File: src/design/savs_pkg.sv
`default_nettype none
package savs_pkg;

	localparam int UNIT = 32768;
	localparam int FULL_SCALE = 32000;
	localparam logic [15:0] NOISE_SEED = 16'hACE1;
	localparam logic [15:0] NOISE_TAPS = 16'hB400;

	// quarter-wave sine entry, Q30 Horner series rounded to Q15, capped at UNIT (32768)
	function automatic logic [16:0] sine_entry(input logic [63:0] idx, input int qbits);
		logic [63:0] x;
		logic [63:0] x2;
		logic [63:0] t;
		logic [63:0] v;
		logic [63:0] one;
		one = 64'd1 << 30;
		x = (idx * 64'd1686629713) >> qbits;
		x2 = (x * x) >> 30;
		t = one - x2 / 64'd110;
		t = one - ((x2 * t) >> 30) / 64'd72;
		t = one - ((x2 * t) >> 30) / 64'd42;
		t = one - ((x2 * t) >> 30) / 64'd20;
		t = one - ((x2 * t) >> 30) / 64'd6;
		v = (x * t) >> 30;
		v = (v + 64'd16384) >> 15;
		if (v > 64'd32768) begin
			v = 64'd32768;
		end
		return v[16:0];
	endfunction

endpackage
`default_nettype wire

File: src/design/sweep_adsr_voice_synth.sv
// Chirped sound-effect voice with an ADSR envelope, one PCM sample per input word.
// Input channel (in_valid/in_ready, restart): each word is one audio tick; restart=1
// clears the sample count, phase and phase step before the tick is computed.
// Output channel (out_valid/out_ready): sample, playing, final_res, one word per input.
// Config port: cfg_we/cfg_index/cfg_data writes register cfg_index;
// write only while the voice is idle.
// Flow: the sequencer works on one word at a time. A playing tick in attack divides,
// one in decay or release first forms the envelope numerator product and then divides,
// and one in sustain goes straight to the taps. The cost is set by the bit-serial shift-add
// multiplier (a load, then a shift-add step for each gain bit, over 8 taps, and for each
// envelope bit in the envelope product), the envelope numerator product in decay and
// release, and the restoring divider for the envelope ramps (a start step, then the
// quotient bits). A tick past the end of the effect goes from ENV straight to DONE and
// returns zero. in_ready is high only while the sequencer is idle, so the next word is
// taken only once the last one has left DONE.
// Reset: config and sequencer state reset, noise LFSR seeded to 0xACE1; datapath and output data are not.
// Stall: a finished word waits in the output register; the next tick may be accepted
// and computed, but it holds at its last step until the output register frees.
`default_nettype none
module sweep_adsr_voice_synth #(
	parameter int SINE_ENTRIES = 256,
	parameter int COUNT_BITS = 20,
	parameter int PHASE_BITS = 32
) (
	input  wire logic               clk,
	input  wire logic               arst_n,
	input  wire logic               in_valid,
	output logic                    in_ready,
	input  wire logic               restart,
	output logic                    out_valid,
	input  wire logic               out_ready,
	output logic signed [15:0]      sample,
	output logic                    playing,
	output logic                    final_res,
	input  wire logic               cfg_we,
	input  wire logic [2:0]         cfg_index,
	input  wire logic [63:0]        cfg_data
);
	localparam int PB = PHASE_BITS;
	localparam int SB = $clog2(SINE_ENTRIES);
	localparam int QB = SB - 2;
	localparam int QUARTER = SINE_ENTRIES / 4;
	localparam int TW = ((COUNT_BITS > 20) ? COUNT_BITS : 20) + 2;
	localparam int PW = 44;     // accumulator: 27-bit mix times 16-bit envelope

	// register indexes
	localparam logic [2:0] REG_START   = 3'd0;
	localparam logic [2:0] REG_SWEEP   = 3'd1;
	localparam logic [2:0] REG_GAINS   = 3'd2;
	localparam logic [2:0] REG_ATTACK  = 3'd3;
	localparam logic [2:0] REG_DECAY   = 3'd4;
	localparam logic [2:0] REG_SUSTAIN = 3'd5;
	localparam logic [2:0] REG_RELEASE = 3'd6;
	localparam logic [2:0] REG_TOTAL   = 3'd7;

	// sequencer states
	localparam logic [3:0] ST_IDLE   = 4'd0;
	localparam logic [3:0] ST_ENV    = 4'd1;
	localparam logic [3:0] ST_NMUL   = 4'd2;
	localparam logic [3:0] ST_DSTART = 4'd3;
	localparam logic [3:0] ST_DIV    = 4'd4;
	localparam logic [3:0] ST_TAP    = 4'd5;
	localparam logic [3:0] ST_MUL    = 4'd6;
	localparam logic [3:0] ST_PLOAD  = 4'd7;
	localparam logic [3:0] ST_PMUL   = 4'd8;
	localparam logic [3:0] ST_CLAMP  = 4'd9;
	localparam logic [3:0] ST_SCALE  = 4'd10;
	localparam logic [3:0] ST_PH1    = 4'd11;
	localparam logic [3:0] ST_PH2    = 4'd12;
	localparam logic [3:0] ST_PH3    = 4'd13;
	localparam logic [3:0] ST_DONE   = 4'd14;

	// envelope segments
	localparam logic [1:0] SEG_ATT = 2'd0;
	localparam logic [1:0] SEG_DEC = 2'd1;
	localparam logic [1:0] SEG_SUS = 2'd2;
	localparam logic [1:0] SEG_REL = 2'd3;

	// tap order within the mix
	localparam logic [2:0] TAP_SQR_F  = 3'd0;
	localparam logic [2:0] TAP_SIN_F  = 3'd1;
	localparam logic [2:0] TAP_SIN_H  = 3'd2;
	localparam logic [2:0] TAP_SQR_H  = 3'd3;
	localparam logic [2:0] TAP_SIN_D  = 3'd4;
	localparam logic [2:0] TAP_TRI_D  = 3'd5;
	localparam logic [2:0] TAP_TRI_T  = 3'd6;
	localparam logic [2:0] TAP_NOISE  = 3'd7;

	localparam logic [PW-1:0] CLAMP = PW'(1) << 38;

	// configuration
	logic        [30:0] start_q;
	logic signed [20:0] sweep_q;
	logic        [63:0] gains_q;
	logic        [15:0] attack_q;
	logic        [15:0] decay_q;
	logic        [15:0] sustain_q;
	logic        [15:0] release_q;
	logic        [19:0] total_q;

	// voice state
	logic [COUNT_BITS-1:0] count_q;
	logic [PB:0]           phase_q;
	logic [PB:0]           step_q;
	logic [15:0]           noise_q;

	// sequencer and datapath
	logic [3:0]           state_q;
	logic [1:0]           seg_q;
	logic [2:0]           tap_q;
	logic [4:0]           cnt_q;
	logic signed [PW-1:0] acc_q;
	logic signed [PW-1:0] mcand_q;
	logic [15:0]          mplr_q;
	logic [15:0]          env_q;
	logic [38:0]          mag_q;
	logic                 neg_q;
	logic [15:0]          pcm_q;
	logic                 play_q;
	logic                 last_q;

	// output register
	logic                 out_valid_q;
	logic [15:0]          sample_q;
	logic                 playing_q;
	logic                 final_q;

	// ---------------- configuration writes ----------------
	always_ff @(posedge clk or negedge arst_n) begin
		if (!arst_n) begin
			start_q <= '0;
			sweep_q <= '0;
			gains_q <= '0;
			attack_q <= 16'd1;
			decay_q <= 16'd1;
			sustain_q <= '0;
			release_q <= 16'd1;
			total_q <= 20'd1;
		end else if (cfg_we) begin
			case (cfg_index)
				REG_START:   start_q <= cfg_data[30:0];
				REG_SWEEP:   sweep_q <= cfg_data[20:0];
				REG_GAINS:   gains_q <= cfg_data;
				REG_ATTACK:  attack_q <= cfg_data[15:0];
				REG_DECAY:   decay_q <= cfg_data[15:0];
				REG_SUSTAIN: sustain_q <= cfg_data[15:0];
				REG_RELEASE: release_q <= cfg_data[15:0];
				REG_TOTAL:   total_q <= cfg_data[19:0];
				default: ;
			endcase
		end
	end

	// ---------------- envelope segment decode ----------------
	logic signed [TW-1:0] t_s;
	logic signed [TW-1:0] a_s;
	logic signed [TW-1:0] ad_s;
	logic signed [TW-1:0] rs_s;
	logic signed [TW-1:0] l_s;
	logic signed [TW-1:0] dec_off;
	logic signed [TW-1:0] rel_off;
	logic        [15:0]   sus_sat;
	logic        [16:0]   sus_gap;

	always_comb begin
		t_s = TW'(count_q);
		a_s = TW'(attack_q);
		ad_s = TW'(attack_q) + TW'(decay_q);
		l_s = TW'(total_q);
		rs_s = TW'(total_q) - TW'(release_q);   // may go negative
		dec_off = t_s - a_s;
		rel_off = l_s - t_s;
		sus_sat = (sustain_q > 16'(savs_pkg::UNIT)) ? 16'(savs_pkg::UNIT) : sustain_q;
		sus_gap = 17'(savs_pkg::UNIT) - {1'b0, sus_sat};
	end

	// ---------------- divider ----------------
	logic        div_start;
	logic [30:0] div_numer;
	logic [15:0] div_denom;
	logic        div_done;
	logic [30:0] div_quot;

	assign div_start = (state_q == ST_DSTART);
	assign div_numer = (seg_q == SEG_ATT) ? {t_s[15:0], 15'b0} : acc_q[30:0];

	always_comb begin
		case (seg_q)
			SEG_ATT: div_denom = attack_q;
			SEG_DEC: div_denom = decay_q;
			default: div_denom = release_q;
		endcase
	end

	savs_div #(
		.NUM_W(31),
		.DEN_W(16)
	) u_div (
		.clk(clk),
		.arst_n(arst_n),
		.start(div_start),
		.numer(div_numer),
		.denom(div_denom),
		.done(div_done),
		.quot(div_quot)
	);

	// ---------------- waveform taps ----------------
	logic [16:0] sine_rom [QUARTER+1];

	for (genvar g = 0; g <= QUARTER; g++) begin : g_sine
		assign sine_rom[g] = savs_pkg::sine_entry(64'(g), QB);
	end

	logic [PB-1:0]        frac0;
	logic [PB-1:0]        frac_h;
	logic [PB-1:0]        frac_d;
	logic [PB:0]          triple;
	logic [PB-1:0]        sfrac;
	logic [PB-1:0]        tfrac;
	logic [SB-1:0]        sk;
	logic [QB:0]          sidx;
	logic [16:0]          sv;
	logic signed [17:0]   sine_val;
	logic [15:0]          tu;
	logic signed [17:0]   tri_val;
	logic                 sq_bit;
	logic signed [17:0]   sq_val;
	logic signed [17:0]   noise_val;
	logic signed [17:0]   tap_val;

	always_comb begin
		frac0 = phase_q[PB-1:0];
		frac_h = phase_q[PB:1];
		frac_d = {phase_q[PB-2:0], 1'b0};
		triple = phase_q + {phase_q[PB-1:0], 1'b0};
		case (tap_q)
			TAP_SIN_F: sfrac = frac0;
			TAP_SIN_H: sfrac = frac_h;
			default:   sfrac = frac_d;
		endcase
		sk = sfrac[PB-1 -: SB];
		sidx = sk[SB-2] ? ((QB+1)'(QUARTER) - {1'b0, sk[QB-1:0]}) : {1'b0, sk[QB-1:0]};
		sv = sine_rom[sidx];
		sine_val = sk[SB-1] ? -$signed({1'b0, sv}) : $signed({1'b0, sv});

		tfrac = (tap_q == TAP_TRI_D) ? frac_d : triple[PB-1:0];
		tu = tfrac[PB-1 -: 16];
		if (tu < 16'd16384) begin
			tri_val = {1'b0, tu, 1'b0};
		end else if (tu < 16'd49152) begin
			tri_val = 18'sd65536 - $signed({1'b0, tu, 1'b0});
		end else begin
			tri_val = $signed({1'b0, tu, 1'b0}) - 18'sd131072;
		end

		sq_bit = (tap_q == TAP_SQR_H) ? phase_q[PB] : frac0[PB-1];
		sq_val = sq_bit ? -18'sd32768 : 18'sd32768;
		noise_val = $signed({2'b0, noise_q}) - 18'sd32768;

		case (tap_q)
			TAP_SQR_F, TAP_SQR_H:            tap_val = sq_val;
			TAP_SIN_F, TAP_SIN_H, TAP_SIN_D: tap_val = sine_val;
			TAP_TRI_D, TAP_TRI_T:            tap_val = tri_val;
			TAP_NOISE:                       tap_val = noise_val;
			default:                         tap_val = noise_val;
		endcase
	end

	// ---------------- shift-add step, clamp, scale ----------------
	logic signed [PW-1:0] acc_add;
	logic        [PW-1:0] acc_abs;
	logic        [45:0]   m46;
	logic        [45:0]   scaled;
	logic        [PB:0]   start_ext;
	logic        [PB:0]   sweep_ext;
	logic                 out_free;

	always_comb begin
		acc_add = acc_q + (mplr_q[0] ? mcand_q : PW'(0));
		acc_abs = acc_q[PW-1] ? 44'(-acc_q) : 44'(acc_q);
		m46 = 46'(mag_q);
		scaled = (m46 << 7) - (m46 << 1) - m46;  // x125; 32000 = 125 * 2^8
		start_ext = (PB+1)'(start_q);
		sweep_ext = (PB+1)'(sweep_q);
		out_free = !out_valid_q || out_ready;
	end

	// ---------------- sequencer ----------------
	always_ff @(posedge clk or negedge arst_n) begin
		if (!arst_n) begin
			state_q <= ST_IDLE;
			count_q <= '0;
			phase_q <= '0;
			step_q <= '0;
			noise_q <= savs_pkg::NOISE_SEED;
			out_valid_q <= 1'b0;
		end else begin
			if (state_q == ST_DONE && out_free) begin
				out_valid_q <= 1'b1;
			end else if (out_ready) begin
				out_valid_q <= 1'b0;
			end
			case (state_q)
				ST_IDLE: begin
					if (in_valid) begin
						if (restart) begin
							count_q <= '0;
							phase_q <= '0;
							step_q <= '0;
						end
						state_q <= ST_ENV;
					end
				end
				ST_ENV: begin
					if (t_s >= l_s) begin
						state_q <= ST_DONE;
					end else if (t_s < a_s) begin
						state_q <= ST_DSTART;
					end else if (t_s < ad_s) begin
						state_q <= ST_NMUL;
					end else if (t_s < rs_s) begin
						state_q <= ST_TAP;
					end else begin
						state_q <= ST_NMUL;
					end
				end
				ST_NMUL: begin
					if (cnt_q == 5'd1) begin
						state_q <= ST_DSTART;
					end
				end
				ST_DSTART: state_q <= ST_DIV;
				ST_DIV: begin
					if (div_done) begin
						state_q <= ST_TAP;
					end
				end
				ST_TAP: state_q <= ST_MUL;
				ST_MUL: begin
					if (cnt_q == 5'd1) begin
						state_q <= (tap_q == TAP_NOISE) ? ST_PLOAD : ST_TAP;
					end
				end
				ST_PLOAD: state_q <= ST_PMUL;
				ST_PMUL: begin
					if (cnt_q == 5'd1) begin
						state_q <= ST_CLAMP;
					end
				end
				ST_CLAMP: state_q <= ST_SCALE;
				ST_SCALE: state_q <= ST_PH1;
				ST_PH1: begin
					phase_q <= phase_q + step_q;
					state_q <= ST_PH2;
				end
				ST_PH2: begin
					phase_q <= phase_q + start_ext;
					state_q <= ST_PH3;
				end
				ST_PH3: begin
					phase_q <= phase_q + sweep_ext;
					step_q <= step_q + {sweep_ext[PB-1:0], 1'b0};
					if (count_q != '1) begin
						count_q <= count_q + 1'b1;
					end
					noise_q <= noise_q[0] ? ((noise_q >> 1) ^ savs_pkg::NOISE_TAPS)
						: (noise_q >> 1);
					state_q <= ST_DONE;
				end
				ST_DONE: begin
					if (out_free) begin
						state_q <= ST_IDLE;
					end
				end
				default: state_q <= ST_IDLE;
			endcase
		end
	end

	// datapath registers
	always_ff @(posedge clk) begin
		case (state_q)
			ST_ENV: begin
				play_q <= (t_s < l_s);
				last_q <= (t_s == l_s - TW'(1));
				pcm_q <= '0;
				acc_q <= '0;
				cnt_q <= 5'd16;
				tap_q <= TAP_SQR_F;
				if (t_s < a_s) begin
					seg_q <= SEG_ATT;
				end else if (t_s < ad_s) begin
					seg_q <= SEG_DEC;
					mcand_q <= PW'(sus_gap);
					mplr_q <= dec_off[15:0];
				end else if (t_s < rs_s) begin
					seg_q <= SEG_SUS;
					env_q <= sus_sat;
				end else begin
					seg_q <= SEG_REL;
					mcand_q <= PW'(sus_sat);
					mplr_q <= rel_off[15:0];
				end
			end
			ST_NMUL, ST_MUL, ST_PMUL: begin
				acc_q <= acc_add;
				mcand_q <= mcand_q <<< 1;
				mplr_q <= mplr_q >> 1;
				cnt_q <= cnt_q - 1'b1;
				if (state_q == ST_MUL && cnt_q == 5'd1) begin
					tap_q <= tap_q + 1'b1;
				end
			end
			ST_DIV: begin
				if (div_done) begin
					env_q <= (seg_q == SEG_DEC)
						? 16'(17'(savs_pkg::UNIT) - {1'b0, div_quot[15:0]})
						: div_quot[15:0];
					acc_q <= '0;
				end
			end
			ST_TAP: begin
				mcand_q <= PW'(tap_val);
				mplr_q <= {8'b0, gains_q[tap_q*8 +: 8]};
				cnt_q <= 5'd8;
			end
			ST_PLOAD: begin
				mcand_q <= acc_q;
				mplr_q <= env_q;
				acc_q <= '0;
				cnt_q <= 5'd16;
			end
			ST_CLAMP: begin
				neg_q <= acc_q[PW-1];
				mag_q <= (acc_abs > CLAMP) ? 39'(CLAMP) : acc_abs[38:0];
			end
			ST_SCALE: begin
				pcm_q <= neg_q ? 16'(-scaled[45:30]) : scaled[45:30];
			end
			ST_DONE: begin
				if (out_free) begin
					sample_q <= pcm_q;
					playing_q <= play_q;
					final_q <= last_q;
				end
			end
			default: ;
		endcase
	end

	assign in_ready = (state_q == ST_IDLE);
	assign out_valid = out_valid_q;
	assign sample = sample_q;
	assign playing = playing_q;
	assign final_res = final_q;
endmodule
`default_nettype wire

File: src/design/savs_div.sv
`default_nettype none
// restoring divider, one quotient bit per cycle
module savs_div #(
	parameter int NUM_W = 31,
	parameter int DEN_W = 16
) (
	input  wire logic             clk,
	input  wire logic             arst_n,
	input  wire logic             start,
	input  wire logic [NUM_W-1:0] numer,
	input  wire logic [DEN_W-1:0] denom,
	output logic                  done,
	output logic      [NUM_W-1:0] quot
);
	localparam int CW = $clog2(NUM_W + 1);

	logic [DEN_W-1:0] rem_q;
	logic [NUM_W-1:0] quo_q;
	logic [DEN_W-1:0] den_q;
	logic [CW-1:0]    cnt_q;
	logic             busy_q;
	logic             done_q;
	logic [DEN_W:0]   shifted;
	logic [DEN_W+1:0] diff;

	assign shifted = {rem_q, quo_q[NUM_W-1]};
	assign diff = {1'b0, shifted} - {2'b0, den_q};

	always_ff @(posedge clk or negedge arst_n) begin
		if (!arst_n) begin
			busy_q <= 1'b0;
			done_q <= 1'b0;
			cnt_q <= '0;
		end else if (start) begin
			busy_q <= 1'b1;
			done_q <= 1'b0;
			cnt_q <= CW'(NUM_W);
		end else if (busy_q) begin
			cnt_q <= cnt_q - 1'b1;
			if (cnt_q == CW'(1)) begin
				busy_q <= 1'b0;
				done_q <= 1'b1;
			end
		end else begin
			done_q <= 1'b0;
		end
	end

	always_ff @(posedge clk) begin
		if (start) begin
			quo_q <= numer;
			rem_q <= '0;
			den_q <= denom;
		end else if (busy_q) begin
			if (!diff[DEN_W+1]) begin
				rem_q <= diff[DEN_W-1:0];
				quo_q <= {quo_q[NUM_W-2:0], 1'b1};
			end else begin
				rem_q <= shifted[DEN_W-1:0];
				quo_q <= {quo_q[NUM_W-2:0], 1'b0};
			end
		end
	end

	assign done = done_q;
	assign quot = quo_q;
endmodule
`default_nettype wire

File: config.mk
export PLATFORM = sky130hd
export DESIGN_NAME = sweep_adsr_voice_synth
export DESIGN_NICKNAME = d
export VERILOG_FILES = /design/src/design/savs_pkg.sv /design/src/design/sweep_adsr_voice_synth.sv /design/src/design/savs_div.sv
export SDC_FILE = /design/constraint.sdc
export NUM_CORES = 2
export LEC_CHECK = 0
export ABC_AREA = 1
export BUFFER_PORTS_ARGS = -buffer_cell sky130_fd_sc_hd__buf_2
export CORE_UTILIZATION = 45
export CTS_BUF_LIST = sky130_fd_sc_hd__clkbuf_16
export DETAILED_ROUTE_END_ITERATION = 6
export GPL_ROUTABILITY_DRIVEN = 0
export GPL_TIMING_DRIVEN = 0
export PLACE_DENSITY = 0.58
export SETUP_SLACK_MARGIN = 0.1
export SLEW_MARGIN = 5
export SYNTH_ARGS = -nofsm -noshare
export SYNTH_HDL_FRONTEND = slang
export SYNTH_SLANG_ARGS = --single-unit
File: constraint.sdc
create_clock -name clk -period 21.1 [get_ports clk]
set_input_delay 5.275 -clock clk [delete_from_list [all_inputs] [get_ports clk]]
set_output_delay 5.275 -clock clk [all_outputs]
set_load 0.01 [all_outputs]
Word-level counts from Yosys, hierarchy flattened:

Memories as Yosys holds them, arrays and structs flattened.
Index checks and enable logic that the tools add are counted.

* register bits: 583
* memory bits (read-only): 2176
* output and inout port bits: 20
* logic and storage cells: 239
* memories kept: 1

Memories
* (name not given): words 128, width 17, rd ports 1, clocked after Yosys merged registers in 0, wr ports 0, RTL line sweep_adsr_voice_synth.sv:244 `sv = sine_rom[sidx];`

* add/subtract/negate cells: 27
* magnitude comparators: 10
* eq/ne operators: 47
* shift-type cells: 1
* multiplexer cells: 74
* bitwise operators: 2
* reduce and logical (&&, ||, !) cells: 41

Operators with widths (number)
* 44-bit 2-to-1 mux: 6
* 16-bit 2-to-1 mux: 12
* 44-bit one-hot mux with 4 select lines: 1
* 33-bit one-hot mux with 4 select lines: 1
* 44-bit one-hot mux with 3 select lines: 1
* 33-bit adder: 3
* 16-bit one-hot mux with 2 select lines: 3
* 31-bit 2-to-1 mux: 3
* 18-bit 2-to-1 mux: 4
* 18-bit one-hot mux with 4 select lines: 1
* 33-bit 2-to-1 mux: 2
* 33-bit one-hot mux with 2 select lines: 1
* 16-bit one-hot mux with 4 select lines: 1
* 32-bit one-hot mux with 2 select lines: 1
* 64-bit by 7-bit indexed part select with 8-bit output: 1
* 20-bit 2-to-1 mux: 3
* 4-bit one-hot mux with 15 select lines: 1
* 46-bit by 39-bit subtractor with 46-bit output: 1
* 46-bit by 40-bit subtractor with 46-bit output: 1
* 44-bit adder: 1
* 44-bit by 39-bit > comparator with 1-bit output, second input constant: 1
* 44-bit negator: 1
* 20-bit one-hot mux with 2 select lines: 1
* 17-bit 2-to-1 mux: 2
* 68 further kinds: 149

Depth between registers and ports, before layout:

* depth after elaboration: 12
* gate-level depth with buffers: 33
* gate-level depth less buffers: 31

Modules after synthesis:

From an unflattened synthesis, not the netlist that was laid out.

* cells, all modules: 6154
* area total of the unflattened synthesis: 45537.4 sq um

Modules (own cells, without submodules)
* sweep_adsr_voice_synth: instances 1, cells each 5653, area an instance 41572.4 sq um
* savs_div: instances 1, cells each 501, area an instance 3965.1 sq um

Worst setup path before layout:

Ideal clock, no wire load.

* kind: register to register
* from: register total_q[0]
* to: register mcand_q[0], enable pin
* arrival time: 8135 ps
* data required time: 20531 ps
* path slack: 12396 ps
* stages on the path, launching flop included: 23
* period minus slack after synthesis: 8704 ps
* path through: dfstp_2 > inv_1 > ha_1 > fa_1 > o21ai_0 > a21oi_1 > o21ai_0 > a21boi_0 > o21ai_0 > a21boi_0 > o21ai_0 > xor2_1 > ha_1 > inv_1 > nor3_1 > a211oi_1 > nand2_1 > nand3_1 > nand2_1 > a21oi_1 > nand2_1 > o21ai_0 > a21boi_0

* cells in the longest elaborated chain, start to end: 4

Ends and longest elaborated chain
* start, declared: RTL line sweep_adsr_voice_synth.sv:99 `logic [19:0] total_q;`
* start signal, assigned: RTL line sweep_adsr_voice_synth.sv:148 `REG_TOTAL: total_q <= cfg_data[19:0];`
* 20-bit by 16-bit subtractor with 21-bit output: RTL line sweep_adsr_voice_synth.sv:170 `rs_s = TW'(total_q) - TW'(release_q);`
* 21-bit less-than comparator: RTL line sweep_adsr_voice_synth.sv:397 `end else if (t_s < rs_s) begin`
* 3-bit inequality test (no source line)
* 3-bit AND reduction (no source line)
* end signal, assigned: RTL line sweep_adsr_voice_synth.sv:395 `mcand_q <= PW'(sus_gap);`
* end signal, assigned: RTL line sweep_adsr_voice_synth.sv:402 `mcand_q <= PW'(sus_sat);`
* end signal, assigned: RTL line sweep_adsr_voice_synth.sv:408 `mcand_q <= mcand_q <<< 1;`
* end, declared: RTL line sweep_adsr_voice_synth.sv:113 `logic signed [PW-1:0] mcand_q;`

No other way between the ends.
A chain may end at the register's enable or synchronous reset.

Worst setup path after layout:

* from: input port in_valid
* to: register phase_q[17]

* cells in the longest elaborated chain, start to end: 2

Ends and longest elaborated chain
* start, declared: RTL line sweep_adsr_voice_synth.sv:27 `input wire logic in_valid,`
* 2-bit inequality test (no source line)
* 3-bit AND reduction (no source line)
* end signal, assigned: RTL line sweep_adsr_voice_synth.sv:354 `phase_q <= phase_q + step_q;`
* end signal, assigned: RTL line sweep_adsr_voice_synth.sv:358 `phase_q <= phase_q + start_ext;`
* end signal, assigned: RTL line sweep_adsr_voice_synth.sv:362 `phase_q <= phase_q + sweep_ext;`
* end, declared: RTL line sweep_adsr_voice_synth.sv:103 `logic [PB:0] phase_q;`

No other way between the ends.

==> impl_metrics.py <==
metrics = {
    "timing": {
        "relSlewSlack_pct": 20.8,
        "hold_viol_final": 0,
        "period_needed_ns": 7.61,
        "fin_ws_ns": 13.49,
        "rsz0062_at_grt": "false",
        "clock_skew_ns": 0.0449,
        "fin_crit_sh_pct": 36.1,
        "worstMarginPinSlew_ns": 1.18,
        "fmax_mhz": 131,
        "fin_setup_tns_ns": 0,
        "report.final.slew_viol_count": 0,
        "setup_viol": 0,
    },
    "critical_path": {
        "required_ns": 21.59,
        "startpoint_type": "input pin",
        "arrival_ns": 8.10,
        "r2r_start": "total_q[0]$_DFFE_PN1P_",
        "critical_path.startpoint": "in_valid",
        "reg2reg_slack_ns": 14.29,
        "r2r_end": "mcand_q[39]$_DFFE_PP_",
        "reg2regPathDepth": 24,
        "cp-endpoint": "phase_q[17]$_DFFE_PN0P_",
        "end_kind": "flop",
        "worst-path-max-fanout": 10,
        "worstSetupPathType": "input pin to flop",
    },
    "synth": {
        "synthDistinctLibCells": 75,
        "async_flop_share_pct": 53.8,
        "synth_nets": 6503,
        "yosysSeqAreaShare_pct": 34.7,
        "yosysWarnings": 0,
        "synth_edf_count": 253,
        "avgSynthCellArea_sq_um": 7.51,
        "synth-seq-cells": 582,
        "synth_area_sq_um": 45400,
        "synth_ff_type": "dfrtp_1",
        "syn_inst": 6043,
    },
    "clock_tree": {
        "hold_buffers": 0,
        "post_cts_buffers": 0,
        "cts_resized": 0,
        "clkTransAtPathRegs_ns": 0.06,
        "cts.sinks": 582,
        "clock_tree.root_cell": "clkbuf_16",
        "cts_buffers": 72,
        "htreeDepth": 3,
        "worstSkewPairLatency_ns": 0.66,
        "cts_max_path_buffers": 3,
        "cts_tree": "built",
    },
    "global_routing": {
        "grt_max_degree": 99,
        "grt_pass1_wl_um": 232000,
        "antenna_found_initial": 3,
        "grt_pass1_vias": 39960,
        "groute.usage.overall_pct": 29.2,
        "grt.overflow.total": 0,
    },
    "power": {
        "leakage_nw": 23.9,
        "peakVddDrop_v": 0.0000747,
        "power.internal_mw": 3.76,
        "combPwrFrac_pct": 54.9,
        "power_frac_seq_pct": 27.6,
        "power_density_nw_per_um2": 147,
        "swShare_pct": 48.9,
        "p_clk_share_pct": 17.5,
        "power_switching_mw": 3.60,
    },
    "floorplanning": {
        "rows": 116,
        "core_sq_um": 100000,
        "start_util_pct": 45.4,
        "die_h_um": 320,
        "die_w_um": 320,
        "dieArea_sq_um": 102000,
        "ios": 93,
    },
    "cells_and_area": {
        "drive_gt1_share_pct": 6.39,
        "area_growth_pct": 10.6,
        "fin_nets": 6679,
        "final_common_cell": "nand2_1",
        "final_cell_mix": "1322 x nand2_1, 774 x inv_1, 593 x o21ai_0, 539 x nor2_1, 455 x a21oi_1",
        "final_cell_area_sq_um": 50200,
        "fin_util_pct": 50.2,
    },
    "detailed_routing": {
        "drt-total-wl_um": 152000,
        "wl_per_cell_um": 20.0,
        "first_pass_iters": 6,
        "drc_errors": 0,
        "vias": 42870,
        "drt-initial-drc-count": 4504,
        "via_per_inst": 5.66,
        "ant_nets": 0,
    },
    "placement": {
        "io_buffers": 92,
        "post_dp_cell_area_sq_um": 47800,
        "post-place-ws_ns": 12.81,
        "dp_hpwl_um": 120000,
    },
    "worst_hold_path": {
        "hold_depth": 0,
        "hold_path_class": "flop to flop",
    },
    "flow_run": {
        "drv_cap": 0,
    },
    "status": {
        "outcome": "finished, final reports clean",
    },
}
## registers in the layout, indices dropped and copies added (netlist names), 20 cells and up
name	cells
gains_q	64
acc_q	44
mcand_q	44
mag_q	39
phase_q	33
step_q	32
start_q	31
u_div.quot	31
sweep_q	21
count_q	20
total_q	20
## how the worst min path moves through the flow
stage	startpoint	to
2_1_floorplan	last_q$_DFFE_PP_	final_res$_DFFE_PP_
3_3_place_gp	pcm_q[0]$_SDFFCE_PN0P_	sample[0]$_DFFE_PP_
3_5_place_dp	pcm_q[8]$_SDFFCE_PN0P_	sample[8]$_DFFE_PP_
4_1_cts	pcm_q[8]$_SDFFCE_PN0P_	sample[8]$_DFFE_PP_
5_1_grt	pcm_q[14]$_SDFFCE_PN0P_	sample[14]$_DFFE_PP_
6_report	pcm_q[8]$_SDFFCE_PN0P_	sample[8]$_DFFE_PP_
## synthesized netlist by cell type, types with 37 or more instances
cell type,instances,share of area [%]
dfrtp_1,301,17
nor4_1,38,0.52
edfxtp_1,253,17
ha_1,347,9.6
nand4_1,76,1.0
fa_1,40,1.8
clkbuf_1,130,1.1
nand2_1,1322,11
inv_1,765,6.3
o21a_1,41,0.68
a21oi_1,457,5.0
o21ai_0,593,6.5
nor3_1,79,0.87
o22ai_1,45,0.62
xor2_1,133,2.6
nand3_1,316,3.5
nor2_1,541,4.5
o221ai_1,37,0.71
xnor2_1,65,1.3
## cells by family after synthesis
kind of cell / count (synthesis) / share of synthesized area (%)
DFF: 582 / 34.7
and+or+nand+nor: 2499 / 23.7
AOI/OAI and AO/OA: 1393 / 17.3
xor gates and xnor gates: 198 / 3.82
muxes: 35 / 0.863
buffers and inverters: 949 / 8.26
adders and majority gates: 387 / 11.3
## final cells by class
| type | instances | area (sq um) |
|---|---|---|
| timing repair buffer | 102 | 711 |
| clock inverter | 54 | 584 |
| antenna | 2 | 5.00 |
| fill | 9928 | 49800 |
| multi-input combinational | 4512 | 25900 |
| tap | 1298 | 1620 |
| inverter | 780 | 2940 |
| sequential | 582 | 15800 |
| buffer | 169 | 812 |
| clock buffer | 73 | 1830 |
## through the flow
stage | cells | hold slack, ns | power [mW]
after floorplan | 6043 | 0.400 | 4.73
after global placement | 7433 | 0.401 | 5.92
after detailed placement | 7443 | 0.405 | 5.99
after CTS | 7570 | 0.411 | 7.30
after global routing | 7570 | 0.424 | 7.91
final | 7572 | 0.411 | 7.36
## layer usage
layer	GRT usage (%)	vias up	wire length, um	part of all wire, %
li1	-	20783	-	-
met1	41.3	20291	68900	45
met2	46.2	1541	67900	45
met3	3.97	255	10400	6.8
met4	9.10	0	4650	3.1
met5	0	-	0	0
## power by group through the flow
stage / clock network (mW) / registers, mW / logic, mW
5_1_grt: 1.35 / 2.06 / 4.50
4_1_cts: 1.30 / 2.02 / 3.97
3_3_place_gp: 0 / 2.08 / 3.84
6_report: 1.29 / 2.03 / 4.04
3_5_place_dp: 0 / 2.04 / 3.95
2_1_floorplan: 0 / 1.93 / 2.81
## critical path, stage by stage
cell and delay [ns]:
buf_2 0.11, inv_1 0.04, o21ai_1 0.15, o21ai_2 0.22
inv_2 0.33, nand2_1 0.26, nor2_1 0.64, nor2_1 0.26
inv_1 0.17, clkbuf_1 0.47, o22ai_1 0.15
(Power assumes the default switching activity.)
